### src/rtl/spc_pkg.sv
// shared constants and types for the span clip and tile splitter
// no dependencies
package spc_pkg;

  localparam int MAX_CHUNKS = 64;
  localparam int CHUNK_CNT_W = $clog2(MAX_CHUNKS);

  localparam int COORD_W = 16;
  localparam int SIZE_W = 15;
  localparam int PHASE_W = 17;
  localparam int CFG_DATA_W = 17;
  localparam int CFG_IDX_W = 3;

  // remainder unit: magnitude of (coordinate - phase) and step count
  localparam int DIVIDEND_W = 18;
  localparam int MAG_W = DIVIDEND_W - 1;
  localparam int REM_STEPS = MAG_W;
  localparam int REM_CNT_W = $clog2(REM_STEPS);

  localparam logic [CFG_IDX_W-1:0] REG_CLIP_LEFT = 3'd0;
  localparam logic [CFG_IDX_W-1:0] REG_CLIP_TOP = 3'd1;
  localparam logic [CFG_IDX_W-1:0] REG_CLIP_RIGHT = 3'd2;
  localparam logic [CFG_IDX_W-1:0] REG_CLIP_BOTTOM = 3'd3;
  localparam logic [CFG_IDX_W-1:0] REG_TILE_WIDTH = 3'd4;
  localparam logic [CFG_IDX_W-1:0] REG_TILE_HEIGHT = 3'd5;
  localparam logic [CFG_IDX_W-1:0] REG_PHASE_X = 3'd6;
  localparam logic [CFG_IDX_W-1:0] REG_PHASE_Y = 3'd7;

  typedef struct packed {
    logic                         start;
    logic signed [DIVIDEND_W-1:0] dividend;
    logic [SIZE_W-1:0]            divisor;
  } rem_req_t;

  typedef struct packed {
    logic              done;
    logic [SIZE_W-1:0] rem;
  } rem_rsp_t;

endpackage

### src/rtl/spc_rem_unit.sv
// floored remainder unit, one restoring step per cycle
// depends on spc_pkg
module spc_rem_unit import spc_pkg::*; (
  input  logic     clk,
  input  logic     rst,
  input  rem_req_t req,
  output rem_rsp_t rsp
);

  typedef enum logic [1:0] {R_IDLE, R_RUN, R_FIX} rstate_t;

  rstate_t              state;
  logic [REM_CNT_W-1:0] cnt;
  logic [MAG_W-1:0]     mag;
  logic [SIZE_W-1:0]    acc;
  logic [SIZE_W-1:0]    div;
  logic                 neg;

  logic [SIZE_W:0]      shifted;
  logic                 geq;
  logic [SIZE_W:0]      diff;
  logic [SIZE_W-1:0]    acc_next;
  logic [MAG_W-1:0]     abs_in;

  always_comb begin
    shifted = {acc, mag[MAG_W-1]};
    geq = shifted >= {1'b0, div};
    diff = shifted - {1'b0, div};
    acc_next = geq ? diff[SIZE_W-1:0] : shifted[SIZE_W-1:0];
    abs_in = req.dividend[DIVIDEND_W-1] ? MAG_W'(-req.dividend) : req.dividend[MAG_W-1:0];
  end

  always_ff @(posedge clk) begin
    if (rst) begin
      state <= R_IDLE;
      rsp.done <= 1'b0;
      cnt <= '0;
    end else begin
      rsp.done <= 1'b0;
      case (state)
        R_IDLE: begin
          if (req.start) begin
            mag <= abs_in;
            neg <= req.dividend[DIVIDEND_W-1];
            div <= req.divisor;
            acc <= '0;
            cnt <= '0;
            state <= R_RUN;
          end
        end
        R_RUN: begin
          acc <= acc_next;
          mag <= {mag[MAG_W-2:0], 1'b0};
          cnt <= cnt + 1'b1;
          if (cnt == REM_CNT_W'(REM_STEPS - 1)) state <= R_FIX;
        end
        R_FIX: begin
          // truncated remainder to floored remainder
          rsp.rem <= (neg && acc != '0) ? div - acc : acc;
          rsp.done <= 1'b1;
          state <= R_IDLE;
        end
        default: state <= R_IDLE;
      endcase
    end
  end

endmodule

### src/rtl/span_clip_tile_splitter_unit.sv
// span clip and tile splitter, top level with sequencer and chunk emitter
// depends on spc_pkg and spc_rem_unit
//
// A span is taken when start is high and busy is low. A span dropped by the clip
// box returns to idle after clipping; a solid span goes from clipping straight to
// its single chunk. A pattern span passes take-in, clipping and setup, then the two
// floored remainders (x and y source phase, 17 steps plus a fix-up and a hand-off
// on the shared remainder unit), then emits its chunks; with tile height zero the y
// remainder is skipped. Each chunk is shown for one cycle with out_valid high and
// cannot be held off by the receiver.
module span_clip_tile_splitter_unit import spc_pkg::*; (
  input  logic                        clk,
  input  logic                        rst,
  input  logic                        start,
  output logic                        busy,
  input  logic signed [COORD_W-1:0]   span_x,
  input  logic signed [COORD_W-1:0]   span_y,
  input  logic [SIZE_W-1:0]           span_width,
  input  logic                        cfg_we,
  input  logic [CFG_IDX_W-1:0]        cfg_index,
  input  logic [CFG_DATA_W-1:0]       cfg_data,
  output logic                        out_valid,
  output logic signed [COORD_W-1:0]   dest_x,
  output logic signed [COORD_W-1:0]   dest_y,
  output logic [COORD_W-1:0]          chunk_width,
  output logic [SIZE_W-1:0]           src_x,
  output logic [SIZE_W-1:0]           src_y,
  output logic                        last,
  output logic                        truncated
);

  typedef enum logic [2:0] {S_IDLE, S_CLIP, S_PREP, S_REMX, S_REMY, S_EMIT} state_t;

  state_t state;

  logic signed [COORD_W-1:0] clip_left, clip_top, clip_right, clip_bottom;
  logic [SIZE_W-1:0]         tile_width, tile_height;
  logic signed [PHASE_W-1:0] phase_x, phase_y;

  logic signed [COORD_W-1:0] in_x, in_y;
  logic [SIZE_W-1:0]         in_w;
  logic signed [COORD_W-1:0] pos, x_end;
  logic [SIZE_W-1:0]         sx, sy;
  logic [CHUNK_CNT_W-1:0]    n;

  rem_req_t req;
  rem_rsp_t rsp;

  logic signed [COORD_W:0]   x2_raw;
  logic signed [COORD_W-1:0] x1_clip;
  logic signed [COORD_W:0]   x2_clip;
  logic                      y_out, x_empty;
  logic [COORD_W:0]          remain;
  logic [COORD_W-1:0]        avail;
  logic [COORD_W-1:0]        w;
  logic                      fin, trunc;

  spc_rem_unit u_rem (
    .clk (clk),
    .rst (rst),
    .req (req),
    .rsp (rsp)
  );

  always_comb begin
    x2_raw = (COORD_W+1)'(in_x) + (COORD_W+1)'($signed({1'b0, in_w}));
    x1_clip = (in_x < clip_left) ? clip_left : in_x;
    x2_clip = (x2_raw > (COORD_W+1)'(clip_right)) ? (COORD_W+1)'(clip_right) : x2_raw;
    y_out = (in_y < clip_top) || (in_y >= clip_bottom);
    x_empty = (COORD_W+1)'(x1_clip) >= x2_clip;

    req.start = (state == S_PREP)
             || (state == S_REMX && rsp.done && tile_height != '0);
    req.dividend = (state == S_PREP)
                 ? DIVIDEND_W'(pos) - DIVIDEND_W'(phase_x)
                 : DIVIDEND_W'(in_y) - DIVIDEND_W'(phase_y);
    req.divisor = (state == S_PREP) ? tile_width : tile_height;

    remain = (COORD_W+1)'(x_end) - (COORD_W+1)'(pos);
    avail = COORD_W'({1'b0, tile_width}) - COORD_W'(sx);
    if (tile_width == '0 || remain[COORD_W-1:0] <= avail) w = remain[COORD_W-1:0];
    else w = avail;
    fin = w == remain[COORD_W-1:0];
    trunc = !fin && n == CHUNK_CNT_W'(MAX_CHUNKS - 1);
    busy = state != S_IDLE;
  end

  // configuration registers
  always_ff @(posedge clk) begin
    if (rst) begin
      clip_left <= '0;
      clip_top <= '0;
      clip_right <= '0;
      clip_bottom <= '0;
      tile_width <= '0;
      tile_height <= SIZE_W'(1);
      phase_x <= '0;
      phase_y <= '0;
    end else if (cfg_we) begin
      case (cfg_index)
        REG_CLIP_LEFT:   clip_left <= cfg_data[COORD_W-1:0];
        REG_CLIP_TOP:    clip_top <= cfg_data[COORD_W-1:0];
        REG_CLIP_RIGHT:  clip_right <= cfg_data[COORD_W-1:0];
        REG_CLIP_BOTTOM: clip_bottom <= cfg_data[COORD_W-1:0];
        REG_TILE_WIDTH:  tile_width <= cfg_data[SIZE_W-1:0];
        REG_TILE_HEIGHT: tile_height <= cfg_data[SIZE_W-1:0];
        REG_PHASE_X:     phase_x <= cfg_data[PHASE_W-1:0];
        REG_PHASE_Y:     phase_y <= cfg_data[PHASE_W-1:0];
        default: ;
      endcase
    end
  end

  // sequencer and registered outputs
  always_ff @(posedge clk) begin
    if (rst) begin
      state <= S_IDLE;
      out_valid <= 1'b0;
      n <= '0;
    end else begin
      out_valid <= 1'b0;
      case (state)
        S_IDLE: begin
          if (start) begin
            in_x <= span_x;
            in_y <= span_y;
            in_w <= span_width;
            state <= S_CLIP;
          end
        end
        S_CLIP: begin
          pos <= x1_clip;
          x_end <= x2_clip[COORD_W-1:0];
          sx <= '0;
          sy <= '0;
          n <= '0;
          if (y_out || x_empty) state <= S_IDLE;
          else if (tile_width == '0) state <= S_EMIT;
          else state <= S_PREP;
        end
        S_PREP: state <= S_REMX;
        S_REMX: begin
          if (rsp.done) begin
            sx <= rsp.rem;
            state <= (tile_height == '0) ? S_EMIT : S_REMY;
          end
        end
        S_REMY: begin
          if (rsp.done) begin
            sy <= rsp.rem;
            state <= S_EMIT;
          end
        end
        S_EMIT: begin
          out_valid <= 1'b1;
          dest_x <= pos;
          dest_y <= in_y;
          chunk_width <= w;
          src_x <= sx;
          src_y <= sy;
          last <= fin || trunc;
          truncated <= trunc;
          pos <= pos + w;
          sx <= '0;
          n <= n + 1'b1;
          if (fin || trunc) state <= S_IDLE;
        end
        default: state <= S_IDLE;
      endcase
    end
  end

endmodule

### config.mk
export PLATFORM = sky130hd
export DESIGN_NAME = span_clip_tile_splitter_unit
export DESIGN_NICKNAME = d
export VERILOG_FILES = /design/src/rtl/spc_pkg.sv /design/src/rtl/spc_rem_unit.sv /design/src/rtl/span_clip_tile_splitter_unit.sv
export SDC_FILE = /design/constraint.sdc
export NUM_CORES = 1
export LEC_CHECK = 0
export ABC_AREA = 1
export ABC_CLOCK_PERIOD_IN_PS = 7100
export BUFFER_PORTS_ARGS = -buffer_cell sky130_fd_sc_hd__buf_4
export CORE_UTILIZATION = 45
export CTS_CLUSTER_DIAMETER = 50
export DETAILED_ROUTE_END_ITERATION = 7
export SLEW_MARGIN = 20
export SYNTH_ARGS = -nofsm -noshare
export SYNTH_HDL_FRONTEND = slang
export SYNTH_SLANG_ARGS = --single-unit
export TNS_END_PERCENT = 30
### constraint.sdc
create_clock -name clk -period 7.1 [get_ports clk]
set_input_delay 0.355 -clock clk [delete_from_list [all_inputs] [get_ports clk]]
set_output_delay 0.355 -clock clk [all_outputs]
set_load 0.1 [all_outputs]
==> impl_metrics.ini, run 1 <==
[cells_and_area]
final_cell_mix = 670 x nand2_1, 452 x inv_1, 270 x o21ai_0, 268 x a21oi_1, 252 x edfxtp_1
antenna_cells = 0
drive_gt1_share_pct = 9.59
fill_cells = 5088
instances_no_fill = 4012
syn2layout_area_growth_pct = 16.5
layout_commonest_cell = nand2_1
nets = 3577

[drt]
via_per_inst = 5.26
wl_mm = 70.8
drt-initial-drc-count = 1394
drc_errors = 0
postRouteAntennaNets = 0
wl_per_cell_um = 17.6
vias = 21100
firstDrtPassIters = 6

[critical_path]
cp-start-kind = flop
timing.rr.end = state[0]$_SDFFE_PP0P_
end_kind = flop
critPathMostFrequentCell = nand2_1
critPathMaxFanout = 18
worst_r2r_startpoint = in_x[0]$_DFFE_PP_
cp.arrival_ps = 6990
critPathMaxStageDelay_ps = 410
reg2regPathDepth = 44
timing_worst_setup_path_type = flop to flop
worstPathRequired_ps = 7640
reg2reg_slack_ps = 640
cpMaxStageDelayCell = ha_1

[power]
peakVddDrop_v = 0.000223
leakagePower_nw = 12.9
powerDensity_nw_per_um2 = 361

[synth]
syn_avg_cell_area_um2 = 8.00
synth-main-ff-cell = edfxtp_1
synth.distinct_cells = 58
synth-seq-cells = 398
yosys.area.top_type = edfxtp_1
netlist_instances = 3072
ys_warn_count = 0
synth_top_area_share_pct = 30.8
seq_area_frac_synth_pct = 42.7
synthArstFlopShare_pct = 0
synthesis.nets = 3374
netlist_top_cells_area = edfxtp_1 31%, dfxtp_1 12%, ha_1 11%, nand2_1 10%, inv_1 6.9%
synth_edf_count = 252
netlist_area_um2 = 24600

[floorplanning]
rows = 85
initial_utilization_pct = 45.6
die_w_um = 236
die-area_um2 = 55500
core_area_um2 = 53900
die_h_um = 236
io_pins = 153

[flow_run]
max_cap_viol_count = 0

[timing]
fin_crit_sh_pct = 90.9
setup_viol = 0
rsz0062_at_grt = false
finalSetupTns_ps = 0
relSlewSlack_pct = 32.2
fin_skew_ps = 17.3
fmax_mhz = 155
tightest_slew_ps = 1020
min_period_ps = 6460
final_max_slew_viol_count = 0
hold_viol = 0

[place]
dpl.hpwl_mm = 54.4
io_buffers = 152
dp.cells = 3870
place.gp.congestion = 0.923

[clock_network]
insertion_delay_ps = 600
cts_tree = yes
clk_pin_slew_worst_paths_ps = 60
cts_max_level = 2
numClockSinks = 398
clockBufferDepth = 3
cts_made_buffers = 49
root_buffer = clkbuf_16

[grt]
grt_pass1_vias = 20300
overflow = 0
antenna_found_initial = 2
grtUsageTotal_pct = 25.3
grt_max_degree = 115
grt_first_pass_wirelength_mm = 110

[hold_path]
min_to = tile_height[0]$_SDFFE_PP1P_
min_path_type = input pin to flop
whs_path_depth = 3
worstHoldStart = cfg_data[0]

[status]
status = finished, final reports clean
==> what timing repair did <==
item,4_1_cts,5_1_grt
setup buffers,0,3
gates resized for setup,0,1
hold buffers,47,0
endpoints found under the hold margin,47,0
endpoints found under the setup margin,0,3
==> worst max-delay path by stage <==
stage                       from                     to  slack, ps  depth (start not counted)
6_report       in_x[0]$_DFFE_PP_  state[0]$_SDFFE_PP0P_        640                         44
3_3_place_gp   in_x[0]$_DFFE_PP_  state[0]$_SDFFE_PP0P_        510                         46
2_1_floorplan  in_x[0]$_DFFE_PP_  state[0]$_SDFFE_PP0P_       1870                         47
4_1_cts        in_x[0]$_DFFE_PP_  state[0]$_SDFFE_PP0P_        400                         46
3_5_place_dp   in_x[0]$_DFFE_PP_  state[0]$_SDFFE_PP0P_        430                         46
5_1_grt        in_x[0]$_DFFE_PP_  state[0]$_SDFFE_PP0P_         20                         44
==> sequential cells by signal, summed over array words and instances, names as in the netlist, 16 cells and up <==
signal and cells:
dest_x 16, phase_x 17, clip_right 16, clip_left 16, u_rem.rsp 16, u_rem.mag 17
in_y 16, clip_bottom 16, x_end 16, clip_top 16, pos 16, phase_y 17
in_x 16, dest_y 16, chunk_width 16
==> synth_stat cells (13+ instances only) <==
library cell	number
inv_1	454
o21ai_0	270
a21oi_1	268
nor2_1	234
edfxtp_1	252
nand4_1	50
xnor2_1	22
clkbuf_1	55
nand2_1	670
nand3_1	174
o21ai_1	17
nand3b_1	13
ha_1	223
nor3_1	25
dfxtp_1	146
xor2_1	38
==> cell families (layout without fill, tap and decap cells) <==
logic type                 Yosys count  after routing  synth area share [%]
AOI/OAI and AO/OA                  627            627                  13.6
DFF                                398            398                  42.7
buffers and inverters              539            783                  8.44
muxes                                1              1                0.0916
xor gates and xnor gates            62             62                  2.27
adders and majority gates          231            231                  12.0
and+or+nand+nor                   1214           1214                  20.9
==> critical path: cells and delay by family (launching register included) <==
family / cells / cell delay, ps
fa+ha+maj: 4 / 1310
simple gates: 31 / 3340
buf+inv: 3 / 180
xor+xnor: 1 / 210
flops: 1 / 370
compound gates: 5 / 950
==> stage by stage <==
step           power (mW)  instance area, um^2  hold WS, ps  worst slack [ps]  utilization (%)
2_1_floorplan        6.47                24600          400              1870                -
3_3_place_gp         7.69                26500          404               511             49.1
3_5_place_dp         7.76                26500          405               430             49.1
4_1_cts              10.3                28600         70.6               399             53.0
5_1_grt              11.1                28600         98.6              16.5             53.1
6_report             10.3                28600         98.5               644             53.1
==> layer usage <==
metal / routed length (um) / GRT usage, % / share of wire (%) / up-vias
li1: - / - / - / 10700
met1: 32400 / 34.0 / 46 / 9811
met2: 33300 / 43.0 / 47 / 524
met3: 3490 / 3.41 / 4.9 / 86
met4: 1500 / 6.18 / 2.1 / 0
met5: 0 / 0 / 0 / -
==> where the power goes <==
part	leakage, nW	switching [mW]	internal [mW]
Combinational	8.56	3.23	1.55
Clock	0.804	1.03	1.48
Sequential	3.50	0.178	2.87
Total	12.9	4.44	5.90
==> final cells by class <==
| type | count | area (um^2) | share of cell area [%] |
|---|---|---|---|
| Clock inverter | 29 | 302 | 1.05 |
| Timing Repair Buffer | 224 | 1800 | 6.28 |
| Sequential cell | 398 | 10500 | 36.6 |
| Inverter | 467 | 1760 | 6.15 |
| Multi-Input combinational cell | 2135 | 12100 | 42.1 |
| Clock buffer | 63 | 1360 | 4.75 |
| Tap cell | 696 | 871 | 3.04 |
Power figures use the tool's default switching activity.
==> run 2, diff against run 1 <==
CELL_PAD_IN_SITES_DETAIL_PLACEMENT = 0   (was not set)
CELL_PAD_IN_SITES_GLOBAL_PLACEMENT = 1   (was not set)
PLACE_DENSITY_LB_ADDON = 0.1   (was not set)
==> impl_metrics.ini, run 2 (synthesis results as in run 1) <==
[timing]
fmax_mhz = 159
min_period_ps = 6270
fin_skew_ps = 17.0
hold_slack_ps = 97.2
finalSetupTns_ps = 0
fin_crit_sh_pct = 88.3
rsz0062_at_grt = false
setup_viol = 0
final_max_slew_viol_count = 0
tightest_slew_ps = 974
relSlewSlack_pct = 35.1
hold_viol = 0

[drt]
drt-initial-drc-count = 1367
wl_per_cell_um = 18.2
drc_errors = 0
via_per_inst = 5.26
wl_mm = 73.1
vias = 21100
postRouteAntennaNets = 0
firstDrtPassIters = 5

[clock_network]
insertion_delay_ps = 610
clockBufferDepth = 3
root_buffer = clkbuf_16
cts_made_buffers = 50
cts_tree = yes
numClockSinks = 398
clk_pin_slew_worst_paths_ps = 60
cts_max_level = 2
cts_resized = 0

[status]
status = finished, final reports clean

[cells_and_area]
fill_cells = 5138
drive_gt1_share_pct = 9.68
post-route-cell-area_um2 = 28600
top_regs = phase_x (17), phase_y (17), u_rem.mag (17)
final_cell_mix = 670 x nand2_1, 453 x inv_1, 270 x o21ai_0, 268 x a21oi_1, 252 x edfxtp_1
nets = 3577
multi_input_area_um2 = 12000
layout_commonest_cell = nand2_1
seqCellArea_um2 = 10500
syn2layout_area_growth_pct = 16.5

[floorplanning]
rows = 85
core_area_um2 = 53900
initial_utilization_pct = 45.6
die-area_um2 = 55500
io_pins = 153
die_w_um = 236
die_h_um = 236

[grt]
grt_first_pass_wirelength_mm = 113
grtUsageTotal_pct = 26.3
overflow = 0
grt_max_degree = 107
grt_pass1_vias = 20400
antenna_found_initial = 3

[power]
pwr-share-clk_pct = 24.5
powerDensity_nw_per_um2 = 364
p_seq_share_pct = 29.2
leakagePower_nw = 12.9
switching_power_mw = 4.53
peakVddDrop_v = 0.000219
power_mw = 10.4
p_sw_share_pct = 43.5
p_int_mw = 5.89
p_comb_share_pct = 46.3

[critical_path]
timing_worst_setup_path_type = flop to flop
critPathMaxFanout = 18
critPathMaxStageDelay_ps = 510
critPathMostFrequentCell = nand2_1
end_kind = flop
cpMaxStageDelayCell = nand2_2
cp_top_family = simple AND/OR/NAND/NOR gates
worstPathRequired_ps = 7640
cp-start-kind = flop
crit_buf_inv = 3
cp.arrival_ps = 6810

[hold_path]
min_path_type = input pin to flop

[place]
placed_area_um2 = 26500
place.gp.congestion = 0.910
dpl.hpwl_mm = 56.6
io_buffers = 152

[flow_run]
max_cap_viol_count = 0
run 2: through the flow:
stage               instances  utilization [%]  setup WS, ps
floorplan                3072                -          1870
global placement         3872             49.1          1070
detailed placement       3872             49.1           886
CTS                      4013             53.1           847
global route             4013             53.1           151
finish                   4014             53.1           830
run 2: area by class of cell:
type / count / share of cell area, %
Antenna cell: 1 / 0.00874
Inverter: 467 / 6.15
Clock inverter: 37 / 1.32
Multi-Input combinational cell: 2135 / 42.1
Tap cell: 696 / 3.04
Timing Repair Buffer: 223 / 6.26
Sequential cell: 398 / 36.6
Clock buffer: 57 / 4.50
run 2: what timing repair did:
action | in CTS | in global routing
hold buffers | 47 | 0
setup endpoints to repair | 0 | 0
setup buffers | 0 | 0
endpoints found under the hold margin | 47 | 0
run 2: worst reg2reg max path, delay by kind of cell, from the launching register on:
family                   cells  cell delay, ps
flip-flops                   1             380
adder cells (fa/ha/maj)      4            1110
buffers and inverters        3             190
AO/OA/AOI/OAI                4             580
AND/OR/NAND/NOR             31            3960
run 2: final timing paths:
kind | slack (ps) | end | cells past startpoint | startpoint
worst min-delay path | 100 | tile_height[0]$_SDFFE_PP1P_ | 3 | cfg_data[0]
worst max-delay path | 830 | state[0]$_SDFFE_PP0P_ | 42 | in_x[0]$_DFFE_PP_
worst min register to register | 420 | src_y[6]$_DFFE_PP_ | 0 | sy[6]$_SDFFCE_PN0P_
worst max register to register | 830 | state[0]$_SDFFE_PP0P_ | 42 | in_x[0]$_DFFE_PP_
run 2: layer usage:
metal  vias up  track usage (%)  part of all wire [%]
met3        98             3.22                   4.5
met2       490             44.4                    47
met5         -                0                     0
met4         0             6.75                   2.2
li1      10700                -                     -
met1      9844             35.6                    46
run 2: power groups by stage:
stage	registers, mW	clock network [mW]	logic [mW]
4_1_cts	3.04	2.61	4.80
5_1_grt	3.06	2.70	5.42
3_5_place_dp	3.08	0	4.75
6_report	3.04	2.55	4.83
2_1_floorplan	3.24	0	3.23
3_3_place_gp	3.08	0	4.73
